$ cat src/hw/rtl/pcc_pkg.sv
// Shared types, format codes and encode tables for the pixel clear compare block.
package pcc_pkg;

  // Format codes
  localparam logic [7:0] FmtRgba0    = 8'd27;
  localparam logic [7:0] FmtRgba1    = 8'd28;
  localparam logic [7:0] FmtRgbaSrgb = 8'd29;
  localparam logic [7:0] FmtBgra0    = 8'd87;
  localparam logic [7:0] FmtBgra1    = 8'd90;
  localparam logic [7:0] FmtBgraSrgb = 8'd91;

  localparam int CfgIdxW  = 3;
  localparam int CfgDataW = 16;

  // sRGB linear segment: v <= 205 (0.0031308 of full scale)
  localparam logic [15:0] SrgbLinLimit = 16'd205;
  localparam longint SrgbLinSlope2 = 65892;    // 2 * 32946, i.e. 2 * 10 * 12.92 * 255
  localparam longint SrgbLinBias   = 655350;
  localparam longint SrgbLinDiv    = 1310700;
  // Power segment, exact integer form of 1.055 * x^(1/2.4) - 0.055
  localparam int SrgbGamNum  = 10761;
  localparam int SrgbStepMul = 40;
  localparam int SrgbStepOff = 541;
  localparam int FullScale   = 65535;

  // Unorm: floor((v + 128) / 257) by reciprocal multiply
  localparam logic [16:0] UnormBias  = 17'd128;
  localparam logic [16:0] UnormRecip = 17'd130562;
  localparam int          UnormShift = 25;

  localparam logic [7:0] ByteMax = 8'hFF;

  typedef enum logic [CfgIdxW-1:0] {
    REG_EXP_RED   = 3'd0,
    REG_EXP_GREEN = 3'd1,
    REG_EXP_BLUE  = 3'd2,
    REG_EXP_ALPHA = 3'd3,
    REG_TOL       = 3'd4
  } cfg_reg_e;

  typedef enum logic [1:0] {
    STAT_RB_FAIL   = 2'd0,
    STAT_UNDECODED = 2'd1,
    STAT_PASS      = 2'd2,
    STAT_FAIL      = 2'd3
  } status_e;

  typedef enum logic [1:0] {
    ORD_NONE = 2'd0,
    ORD_RGBA = 2'd1,
    ORD_BGRA = 2'd2
  } order_e;

  typedef struct packed {
    logic       readback_ok;
    logic [7:0] raw_byte0;
    logic [7:0] raw_byte1;
    logic [7:0] raw_byte2;
    logic [7:0] raw_byte3;
    logic [7:0] texture_code;
    logic [7:0] view_code;
  } pix_in_t;

  typedef struct packed {
    status_e     status;
    logic        all_zero;
    logic [31:0] observed_rgba;
    logic [31:0] expected_rgba;
    logic [7:0]  largest_delta;
    logic [1:0]  worst_index;
    logic        used_srgb;
  } pix_out_t;

  // Pre-encoded expected color, refreshed on each register write
  typedef struct packed {
    logic [2:0][7:0] exp_srgb;
    logic [2:0][7:0] exp_unorm;
    logic [7:0]      exp_alpha;
    logic [7:0]      tolerance;
  } pcc_cfg_t;

  typedef logic [255:0][15:0] thr_tab_t;
  typedef logic [15:0][15:0]  low_tab_t;

  // Entry k: smallest linear value whose sRGB byte is at least k (power segment form).
  function automatic thr_tab_t build_srgb_thr();
    thr_tab_t     tab;
    logic [255:0] c12;
    logic [255:0] m5;
    logic [255:0] base;
    logic [255:0] rhs;
    logic [255:0] vv;
    logic [255:0] lhs;
    int           lo;
    int           hi;
    int           mid;
    tab = '0;
    c12 = 256'd1;
    m5  = 256'd1;
    for (int i = 0; i < 12; i++) c12 = c12 * 256'(SrgbGamNum);
    for (int i = 0; i < 5; i++) m5 = m5 * 256'(FullScale);
    for (int k = 1; k < 256; k++) begin
      base = 256'(SrgbStepMul * k + SrgbStepOff);
      rhs  = m5;
      for (int i = 0; i < 12; i++) rhs = rhs * base;
      lo = 0;
      hi = FullScale;
      while (lo < hi) begin
        mid = (lo + hi) >> 1;
        vv  = 256'(mid);
        lhs = vv * vv * vv * vv * vv * c12;
        if (lhs >= rhs) hi = mid;
        else lo = mid + 1;
      end
      tab[k] = 16'(lo);
    end
    return tab;
  endfunction

  // Entry j: smallest linear value whose linear-segment byte is at least j.
  function automatic low_tab_t build_low_thr();
    low_tab_t tab;
    longint   num;
    tab = '0;
    for (int j = 1; j < 16; j++) begin
      num    = longint'(j) * SrgbLinDiv - SrgbLinBias;
      tab[j] = 16'((num + SrgbLinSlope2 - 1) / SrgbLinSlope2);
    end
    return tab;
  endfunction

  localparam thr_tab_t SrgbThr = build_srgb_thr();
  localparam low_tab_t SrgbLowThr = build_low_thr();

endpackage

$ cat src/hw/rtl/pcc_encoder.sv
// Encodes one linear 0.16 value to sRGB and unorm bytes.
module pcc_encoder import pcc_pkg::*; (
  input  logic [15:0] lin_i,
  output logic [7:0]  srgb_o,
  output logic [7:0]  unorm_o
);

  logic [7:0]  hi_code;
  logic [3:0]  lo_code;
  logic [16:0] unorm_x;
  logic [33:0] unorm_prod;

  // Largest k with threshold[k] <= v; tables are monotone, threshold[0] is 0
  always_comb begin
    hi_code = '0;
    for (int b = 7; b >= 0; b--) begin
      if (SrgbThr[hi_code | (8'd1 << b)] <= lin_i) hi_code = hi_code | (8'd1 << b);
    end
  end

  always_comb begin
    lo_code = '0;
    for (int b = 3; b >= 0; b--) begin
      if (SrgbLowThr[lo_code | (4'd1 << b)] <= lin_i) lo_code = lo_code | (4'd1 << b);
    end
  end

  assign srgb_o = (lin_i <= SrgbLinLimit) ? {4'd0, lo_code} : hi_code;

  assign unorm_x    = {1'b0, lin_i} + UnormBias;
  assign unorm_prod = {17'd0, unorm_x} * {17'd0, UnormRecip};
  assign unorm_o    = unorm_prod[UnormShift +: 8];

endmodule

$ cat src/hw/rtl/pcc_cfg.sv
// Configuration registers, holding the expected color already encoded.
module pcc_cfg import pcc_pkg::*; (
  input  logic                clk_i,
  input  logic                rst_ni,
  input  logic                cfg_we_i,
  input  logic [CfgIdxW-1:0]  cfg_index_i,
  input  logic [CfgDataW-1:0] cfg_wdata_i,
  output pcc_cfg_t            cfg_o
);

  pcc_cfg_t   cfg_d, cfg_q;
  logic [7:0] enc_srgb;
  logic [7:0] enc_unorm;

  pcc_encoder u_encoder (
    .lin_i   (cfg_wdata_i),
    .srgb_o  (enc_srgb),
    .unorm_o (enc_unorm)
  );

  always_comb begin
    cfg_d = cfg_q;
    if (cfg_we_i) begin
      unique case (cfg_index_i)
        REG_EXP_RED: begin
          cfg_d.exp_srgb[0]  = enc_srgb;
          cfg_d.exp_unorm[0] = enc_unorm;
        end
        REG_EXP_GREEN: begin
          cfg_d.exp_srgb[1]  = enc_srgb;
          cfg_d.exp_unorm[1] = enc_unorm;
        end
        REG_EXP_BLUE: begin
          cfg_d.exp_srgb[2]  = enc_srgb;
          cfg_d.exp_unorm[2] = enc_unorm;
        end
        REG_EXP_ALPHA: cfg_d.exp_alpha = enc_unorm;
        REG_TOL:       cfg_d.tolerance = cfg_wdata_i[7:0];
        default: ;
      endcase
    end
  end

  // Reset color is opaque black
  always_ff @(posedge clk_i or negedge rst_ni) begin
    if (!rst_ni) begin
      cfg_q <= '{exp_srgb: '0, exp_unorm: '0, exp_alpha: ByteMax, tolerance: '0};
    end else begin
      cfg_q <= cfg_d;
    end
  end

  assign cfg_o = cfg_q;

endmodule

$ cat src/hw/rtl/pcc_judge.sv
// Decodes one pixel word and compares it with the expected color.
module pcc_judge import pcc_pkg::*; (
  input  pix_in_t  item_i,
  input  pcc_cfg_t cfg_i,
  output pix_out_t res_o
);

  order_e          tex_order;
  order_e          view_order;
  logic            tex_srgb;
  logic            view_srgb;
  logic            use_srgb;
  logic [3:0][7:0] obs;
  logic [3:0][7:0] expv;
  logic [7:0]      delta;
  logic [7:0]      max_d;
  logic [1:0]      worst;

  function automatic order_e classify(logic [7:0] code);
    order_e ord;
    unique case (code)
      FmtRgba0, FmtRgba1, FmtRgbaSrgb: ord = ORD_RGBA;
      FmtBgra0, FmtBgra1, FmtBgraSrgb: ord = ORD_BGRA;
      default:                         ord = ORD_NONE;
    endcase
    return ord;
  endfunction

  assign tex_order  = classify(item_i.texture_code);
  assign view_order = classify(item_i.view_code);
  assign tex_srgb   = (item_i.texture_code == FmtRgbaSrgb) ||
                      (item_i.texture_code == FmtBgraSrgb);
  assign view_srgb  = (item_i.view_code == FmtRgbaSrgb) ||
                      (item_i.view_code == FmtBgraSrgb);
  assign use_srgb   = (view_order != ORD_NONE) ? view_srgb : tex_srgb;

  assign obs[0] = (tex_order == ORD_BGRA) ? item_i.raw_byte2 : item_i.raw_byte0;
  assign obs[1] = item_i.raw_byte1;
  assign obs[2] = (tex_order == ORD_BGRA) ? item_i.raw_byte0 : item_i.raw_byte2;
  assign obs[3] = item_i.raw_byte3;

  always_comb begin
    for (int i = 0; i < 3; i++) begin
      expv[i] = use_srgb ? cfg_i.exp_srgb[i] : cfg_i.exp_unorm[i];
    end
    expv[3] = cfg_i.exp_alpha;
  end

  // Strict compare keeps the first channel that reaches the maximum
  always_comb begin
    max_d = '0;
    worst = '0;
    delta = '0;
    for (int i = 0; i < 4; i++) begin
      delta = (obs[i] > expv[i]) ? obs[i] - expv[i] : expv[i] - obs[i];
      if (delta > max_d) begin
        max_d = delta;
        worst = 2'(i);
      end
    end
  end

  always_comb begin
    res_o = '0;
    if (item_i.readback_ok) begin
      res_o.all_zero = ~|{item_i.raw_byte0, item_i.raw_byte1,
                          item_i.raw_byte2, item_i.raw_byte3};
      if (tex_order == ORD_NONE) begin
        res_o.status = STAT_UNDECODED;
      end else begin
        res_o.status        = (max_d <= cfg_i.tolerance) ? STAT_PASS : STAT_FAIL;
        res_o.observed_rgba = obs;
        res_o.expected_rgba = expv;
        res_o.largest_delta = max_d;
        res_o.worst_index   = worst;
        res_o.used_srgb     = use_srgb;
      end
    end
  end

endmodule

$ cat src/hw/rtl/pixel_clear_compare.sv
// Pixel clear compare: checks read-back pixels against an expected color.
// Registers in order: input register, then result register; the compare is one pass of
// logic between them. One word per cycle while out_ready_i does not stall the output.
// Register writes take effect at the next edge; encoding is done at write time.
// Reset clears both pipeline valids and loads the register reset values.
module pixel_clear_compare import pcc_pkg::*; (
  input  logic                clk_i,
  input  logic                rst_ni,
  input  logic                cfg_we_i,
  input  logic [CfgIdxW-1:0]  cfg_index_i,
  input  logic [CfgDataW-1:0] cfg_wdata_i,
  input  logic                in_valid_i,
  output logic                in_ready_o,
  input  pix_in_t             in_data_i,
  output logic                out_valid_o,
  input  logic                out_ready_i,
  output pix_out_t            out_data_o
);

  pcc_cfg_t cfg;
  logic     s1_valid_q, s1_valid_d;
  pix_in_t  s1_data_q;
  logic     out_valid_q, out_valid_d;
  pix_out_t out_data_q;
  pix_out_t judge_res;
  logic     s1_adv;
  logic     in_take;

  pcc_cfg u_cfg (
    .clk_i       (clk_i),
    .rst_ni      (rst_ni),
    .cfg_we_i    (cfg_we_i),
    .cfg_index_i (cfg_index_i),
    .cfg_wdata_i (cfg_wdata_i),
    .cfg_o       (cfg)
  );

  pcc_judge u_judge (
    .item_i (s1_data_q),
    .cfg_i  (cfg),
    .res_o  (judge_res)
  );

  assign s1_adv     = !out_valid_q || out_ready_i;
  assign in_ready_o = !s1_valid_q || s1_adv;
  assign in_take    = in_valid_i && in_ready_o;

  always_comb begin
    s1_valid_d = s1_valid_q;
    if (in_take) s1_valid_d = 1'b1;
    else if (s1_adv) s1_valid_d = 1'b0;
    out_valid_d = s1_adv ? s1_valid_q : out_valid_q;
  end

  always_ff @(posedge clk_i or negedge rst_ni) begin
    if (!rst_ni) begin
      s1_valid_q  <= 1'b0;
      out_valid_q <= 1'b0;
    end else begin
      s1_valid_q  <= s1_valid_d;
      out_valid_q <= out_valid_d;
    end
  end

  always_ff @(posedge clk_i) begin
    if (in_take) s1_data_q <= in_data_i;
    if (s1_adv && s1_valid_q) out_data_q <= judge_res;
  end

  assign out_valid_o = out_valid_q;
  assign out_data_o  = out_data_q;

endmodule
$ cat config.mk
export PLATFORM = sky130hd
export DESIGN_NAME = pixel_clear_compare
export DESIGN_NICKNAME = d
export VERILOG_FILES = /design/src/hw/rtl/pcc_pkg.sv /design/src/hw/rtl/pcc_encoder.sv /design/src/hw/rtl/pcc_cfg.sv /design/src/hw/rtl/pcc_judge.sv /design/src/hw/rtl/pixel_clear_compare.sv
export SDC_FILE = /design/constraint.sdc
export NUM_CORES = 1
export LEC_CHECK = 0
export BUFFER_PORTS_ARGS = -buffer_cell sky130_fd_sc_hd__clkbuf_2
export CORE_UTILIZATION = 40
export CTS_BUF_LIST = sky130_fd_sc_hd__clkbuf_4 sky130_fd_sc_hd__clkbuf_8
export DETAILED_ROUTE_END_ITERATION = 8
export GPL_TIMING_DRIVEN = 0
export SLEW_MARGIN = 20
export SYNTH_ARGS = -nofsm -noshare
export SYNTH_HDL_FRONTEND = slang
export SYNTH_SLANG_ARGS = --single-unit
export TNS_END_PERCENT = 1
$ cat constraint.sdc
create_clock -name clk_i -period 27.7 [get_ports clk_i]
set_input_delay 1.385 -clock clk_i [delete_from_list [all_inputs] [get_ports clk_i]]
set_output_delay 1.385 -clock clk_i [all_outputs]
set_load 0.02 [all_outputs]
Word level (Yosys, flattened, before mapping)
Memories as Yosys holds them, arrays and structs flattened.
Index checks and enable logic that the tools add are counted.
- ROM bits: 14720
- memories: 10
- bits of input ports: 73
- logic and storage cells: 165
- output and inout port bits: 80
- flip-flop bits (word level): 193
- memories (memory ; depth ; width ; read ports ; clocked after Yosys merged registers in ; wr ports ; RTL line ; RTL):
    (name not given) ; 128 ; 16 ; 1 ; 0 ; 0 ; pcc_encoder.sv:17 ; if (SrgbThr[hi_code | (8'd1 << b)] <= lin_i) hi_code = hi_code | (8'd1 << b);
    (name not given) ; 128 ; 16 ; 1 ; 0 ; 0 ; pcc_encoder.sv:17 ;
    (name not given) ; 128 ; 16 ; 1 ; 0 ; 0 ; pcc_encoder.sv:17 ;
    (name not given) ; 128 ; 16 ; 1 ; 0 ; 0 ; pcc_encoder.sv:17 ;
    (name not given) ; 128 ; 16 ; 1 ; 0 ; 0 ; pcc_encoder.sv:17 ;
    (name not given) ; 128 ; 16 ; 1 ; 0 ; 0 ; pcc_encoder.sv:17 ;
    +4 memories ; n/a ; n/a ; n/a ; n/a ; n/a ; n/a ;
- eq/ne operators: 17
- reductions and logical operators: 24
- bitwise gates (word level): 1
- order comparisons: 32
- muxes and demuxes: 46
- multipliers: 1
- $add $sub $neg: 9
- operators by type and width (kind ; number):
    16-bit less-or-equal comparator ; 10
    16-bit two-way mux ; 10
    8-bit two-way mux ; 15
    8-bit subtractor ; 8
    8-bit by 9-bit less-than comparator with 1-bit output, second input constant ; 7
    8-bit > comparator ; 7
    8-bit by 5-bit equality test with 1-bit output, second input constant ; 6
    8-bit by 7-bit equality test with 1-bit output, second input constant ; 6
    17-bit by 16-bit multiplier with 32-bit output, second input constant ; 1
    32-bit OR reduction ; 1
    16-bit by 8-bit adder with 17-bit output, second input constant ; 1
    14-bit by 16-bit less-or-equal comparator with 1-bit output, first input constant ; 1
    16-bit by 8-bit less-or-equal comparator with 1-bit output, second input constant ; 1
    8-bit by 16-bit less-or-equal comparator with 1-bit output, first input constant ; 1
    4-bit by 5-bit less-than comparator with 1-bit output, second input constant ; 3
    3-bit OR reduction ; 4
    2-bit AND reduction ; 5
    8-bit by 1-bit > comparator with 1-bit output, second input constant ; 1
    8-bit less-or-equal comparator ; 1
    1-bit two-way mux ; 8
    2-bit two-way mux ; 4
    4-bit two-way mux ; 2
    2-bit case mux with 2 select lines ; 2
    7-bit two-way mux ; 1
    15 further kinds ; 24

Logic depth before layout (Yosys ltp)
- depth after elaboration: 31
- gate-level depth with buffers: 107
- depth with buffers taken out: 87

Modules after synthesis
Synthesis repeated with hierarchy kept, for this count alone.
- cells, all modules: 2535
- area total of the unflattened synthesis: 22922.0 µm²
- modules (own cells, without submodules) (module ; times used ; seq. area each (µm²) ; area each (µm²) ; cells an instance):
    pcc_encoder ; 1 ; 0.0 ; 11609.9 ; 1564
    pcc_judge ; 1 ; 0.0 ; 4933.5 ; 697
    pixel_clear_compare ; 1 ; 3863.7 ; 3917.5 ; 135
    pcc_cfg ; 1 ; 1611.5 ; 2461.1 ; 139

Least setup slack after synthesis
No wires, ideal clock.
- kind: input to register
- from: input port cfg_wdata_i[5]
- to: register u_cfg.cfg_q, in the netlist u_cfg.cfg_o[48]
- data arrival time: 19996 ps
- stages on the path: 93
- required time: 27617 ps
- path buffers: 22
- library setup time: 83 ps
- path slack: 7622 ps
- path through: inv_1 ha_1 a31oi_1 a31oi_1 o21ai_0 and2_1 o21ai_1 clkbuf_1 buf_1 buf_1 ha_1 nor2_1 nand4_1 o2111a_1 a211o_1 inv_2 buf_2 buf_2 [... 57 more ...] ha_1 clkbuf_1 nand2b_1 a311o_1 o31a_1 o2111ai_1 o21ai_1 ha_1 nor2b_1 o21a_1 o21a_1 o21a_1 o21a_1 o21ai_0 a21oi_1 o21ai_0 o21ai_0 o21ai_0
- longest elaborated chain between the ends: 31
- elaborated cells between the ends (all ways): 46
- those cells by class: order compare: 13; mux: 23; memory: 10
- ends and longest elaborated chain (item ; RTL line ; RTL):
    start: declaration ; pixel_clear_compare.sv:11 ; input logic [CfgDataW-1:0] cfg_wdata_i,
    14-bit by 16-bit less-or-equal comparator with 1-bit output ; pcc_encoder.sv:17 ;
    8-bit two-way mux ; pcc_encoder.sv:17 ;
    memory 128 x 16 bit ; n/a ;
    16-bit two-way mux (not written as such) ; pcc_encoder.sv:17 ;
    16-bit less-or-equal comparator ; pcc_encoder.sv:17 ;
    7-bit two-way mux ; pcc_encoder.sv:17 ;
    memory 128 x 16 bit ; n/a ;
    16-bit two-way mux (not written as such) ; pcc_encoder.sv:17 ;
    [... 15 more ...] ; n/a ;
    16-bit two-way mux (not written as such) ; pcc_encoder.sv:17 ;
    16-bit less-or-equal comparator ; pcc_encoder.sv:17 ;
    2-bit two-way mux ; pcc_encoder.sv:17 ;
    memory 128 x 16 bit ; n/a ;
    16-bit two-way mux (not written as such) ; pcc_encoder.sv:17 ;
    16-bit less-or-equal comparator ; pcc_encoder.sv:17 ;
    1-bit two-way mux ; pcc_encoder.sv:17 ;
    8-bit two-way mux * ; pcc_encoder.sv:28 ; assign srgb_o = (lin_i <= SrgbLinLimit) ? {4'd0, lo_code} : hi_code;
    end signal: assignment ; pcc_cfg.sv:47 ; cfg_q <= '{exp_srgb: '0, exp_unorm: '0, exp_alpha: ByteMax, tolerance: '0};
    end signal: assignment ; pcc_cfg.sv:49 ; cfg_q <= cfg_d;
    end: declaration ; pcc_cfg.sv:11 ; pcc_cfg_t cfg_d, cfg_q;
Mark *: on every way between the ends. The rest lies on a longest branch, timed or not. The select of a mux whose other input is x is not followed.
A chain may end at the register's enable or synchronous reset.

Final worst setup path
- from: input port cfg_wdata_i[4]
- to: register u_cfg.cfg_q, in the netlist u_cfg.cfg_o[48]
Same word-level chain as after synthesis.

==> results.txt <==
Synth Flop Type: edfxtp_1
CP bufs+invs: 29
first-pass GRT wire length: 140,000 um
r2r endpoint: out_data_o[76]
nets: 3,305
Crit Path Class: input port to flip-flop
max_cap viols: 0
CP delay by family, top: buffers and inverters
Crit. End Element: flip-flop
worst slew pin tran: 1290 ps
status: finished, final reports clean
GRT overflow: 0
Post-DP Area: 0.0241 mm^2
Tmin final: 27,430 ps
GRT Overall Usage: 33.3%
routed via count: 21,700
required time of the critical path: 28,140 ps
Rel. slew slack: 13.5%
number of port buffers: 152
most frequent cell after synthesis: ha_1
Cell Area, Synth: 0.0223 mm^2
Max Fclk: 0.0365 GHz
Critical-path top delay cell: or4_1
Starting Density: 40.4%
Slew Limit Fails: 0
Critical Path Source Type: input port
TritonCTS sink count: 193
final instance area: 0.0247 mm^2
Antenna Violating Nets Remaining: 0
Post-Layout Cell Count: 3,552
CP dominant cell by count: ha_1
P&R area growth vs syn: 10.8%
Seq cells post-synth: 193
Reg2Reg Setup Slack: 15,310 ps
mean post-synth cell area: 8.56 um^2
number of global-route vias before repair: 21,800
diode count: 0
Seq/Total Area, Yosys: 24.6%
end of the critical path: u_cfg.cfg_o[48]
Synth top cells by count: 355 x ha_1, 247 x nand2_1, 237 x inv_1, 223 x nor2_1, 204 x o21ai_0
largest area contributor in the netlist: ha_1
largest net degree at the start of global routing: 59
Critical path origin: cfg_wdata_i[4]
Post-synth EDFFs: 127
Clock transition at path regs: 110 ps
Iter 0 DRT Violations: 2,161
Crit path largest cell delay: 690 ps
Max Fanout on Critical Path: 16
worst hold slack: 484 ps
Post-synth ARST share: 34.2%
Synth warnings: 0
DRC Markers: 0
cells after synthesis: 2,603
DP HPWL: 72,500 um
gp weighted congestion: 1.07
IO Pins: 153
Hold WC Path Type: flip-flop to flip-flop
Setup Skew: 22.4 ps
antenna violations before repair: 0
Die Area: 0.0567 mm^2
Skew-Pair Late Insertion Delay: 530 ps
top cells by area, synth: ha_1 20%, edfxtp_1 17%, fa_1 7.7%, dfrtp_1 6.5%, o21ai_0 4.6%
Fin. Hold Viols: 0
Post-Syn Nets: 3,117
Critical Path Stages: 97
Chip Width: 238 um
Worst EP arrival: 27,860 ps
post-synth cell types: 86
DR WL/cell: 26.7 um
Routed WL: 94,800 um
clk root buf: clkbuf_8
FF-to-FF Start: s1_data_q[1]
RSZ-0062 raised after global routing: no
CTS tree: done
Max clock buf depth: 2
H-tree Lvls: 4
core area: 0.0551 mm^2
R2R cell count: 52
first drt pass iteration count: 6
Site Rows: 86
Final Setup Violations: 0
Synth top area share: 19.9%
Vias/cell: 6.12
Filler Cells Inserted: 5,591
CTS Buf Count: 17
Die H: 238 um
share of post-route cells with drive strength above 1: 11.1%
Final period util: 99.0%
Cells after DPL: 3,507
[through the flow]
stage          util [%]  TNS (ps)  setup WS, ps
2_1_floorplan         -         0          7620
3_3_place_gp       43.5    -19970         -5130
3_5_place_dp       43.7    -11680         -3710
4_1_cts            44.6         0          84.1
5_1_grt            44.8         0          6.63
6_report           44.8         0           275
[how the worst min path moves through the flow]
| stage | start | endpoint | slack [ps] | cells past startpoint |
|---|---|---|---|---|
| after floorplan | u_cfg.cfg_o[15] | u_cfg.cfg_o[15] | 450 | 2 |
| after global placement | u_cfg.cfg_o[15] | u_cfg.cfg_o[15] | 450 | 2 |
| after detailed placement | u_cfg.cfg_o[15] | u_cfg.cfg_o[15] | 470 | 2 |
| after CTS | u_cfg.cfg_o[15] | u_cfg.cfg_o[15] | 480 | 2 |
| after global routing | u_cfg.cfg_o[15] | u_cfg.cfg_o[15] | 510 | 2 |
| final | u_cfg.cfg_o[15] | u_cfg.cfg_o[15] | 480 | 2 |
[sequential cells by signal, indices dropped and copies added (netlist names)]
register	cells
out_data_o	78
out_valid_o	1
s1_data_q	49
s1_valid_q	1
u_cfg.cfg_o	64
[cell usage in the layout (no fill, tap or decap), types with 15 or more instances in the layout]
cell type,Yosys,final
nand4_1,49,49
a21o_1,56,56
clkbuf_2,0,161
inv_1,237,233
mux2i_1,63,63
xnor2_1,34,31
edfxtp_1,127,127
fa_1,86,86
a211oi_1,31,30
ha_1,355,355
nor2_1,223,222
o22ai_1,21,21
dfrtp_1,58,58
nor2b_1,27,27
nand2b_1,21,21
nand3_1,48,48
clkbuf_8,0,17
buf_2,28,30
a21oi_1,189,189
o211ai_1,32,32
nor3_1,42,40
a221oi_1,15,15
o21a_1,20,20
nand2_1,247,246
o21ai_0,204,204
a31oi_1,29,29
clkbuf_1,80,66
buf_4,3,19
[tightest hold or removal path: cells and delay by family, from the launching register on]
kind | cells | cell delay [ps]
and+or+nand+nor | 1 | 50
DFF | 1 | 390
AOI/OAI and AO/OA | 1 | 60
[metal layers]
layer | track usage, % | wire, um
met5 | 0 | 0
met4 | 17.4 | 5020
met3 | 6.76 | 7990
met2 | 53.0 | 42700
met1 | 42.4 | 39100
[what timing repair did]
action                     CTS  global route
setup endpoints to repair    3             3
gates cloned                 0             0
pin swaps                    1             1
setup buffers                1            13
gates resized for setup     22            15
hold buffers                 0             0
[kinds of logic after synthesis]
| logic type | Yosys count | synth area share (%) |
|---|---|---|
| AOI/OAI and AO/OA | 740 | 21.0 |
| muxes | 71 | 3.23 |
| adders and majority gates | 441 | 27.7 |
| buffers and inverters | 378 | 6.68 |
| xor gates and xnor gates | 48 | 1.89 |
| DFF | 193 | 24.6 |
| and+or+nand+nor | 732 | 15.0 |
[cell type report]
| type | instances | area [um^2] | share of cell area (%) |
|---|---|---|---|
| sequential | 193 | 5480 | 22.2 |
| clock inverter | 15 | 171 | 0.694 |
| multi-input combinational | 2032 | 15400 | 62.3 |
| inverter | 244 | 932 | 3.78 |
| timing repair buffer | 170 | 941 | 3.81 |
| clock buffer | 17 | 234 | 0.948 |
| tap | 748 | 936 | 3.79 |
| buffer | 133 | 611 | 2.47 |
Power is not shown: default switching activity piles up to over one toggle a cycle in this logic, so the estimate is an artifact.
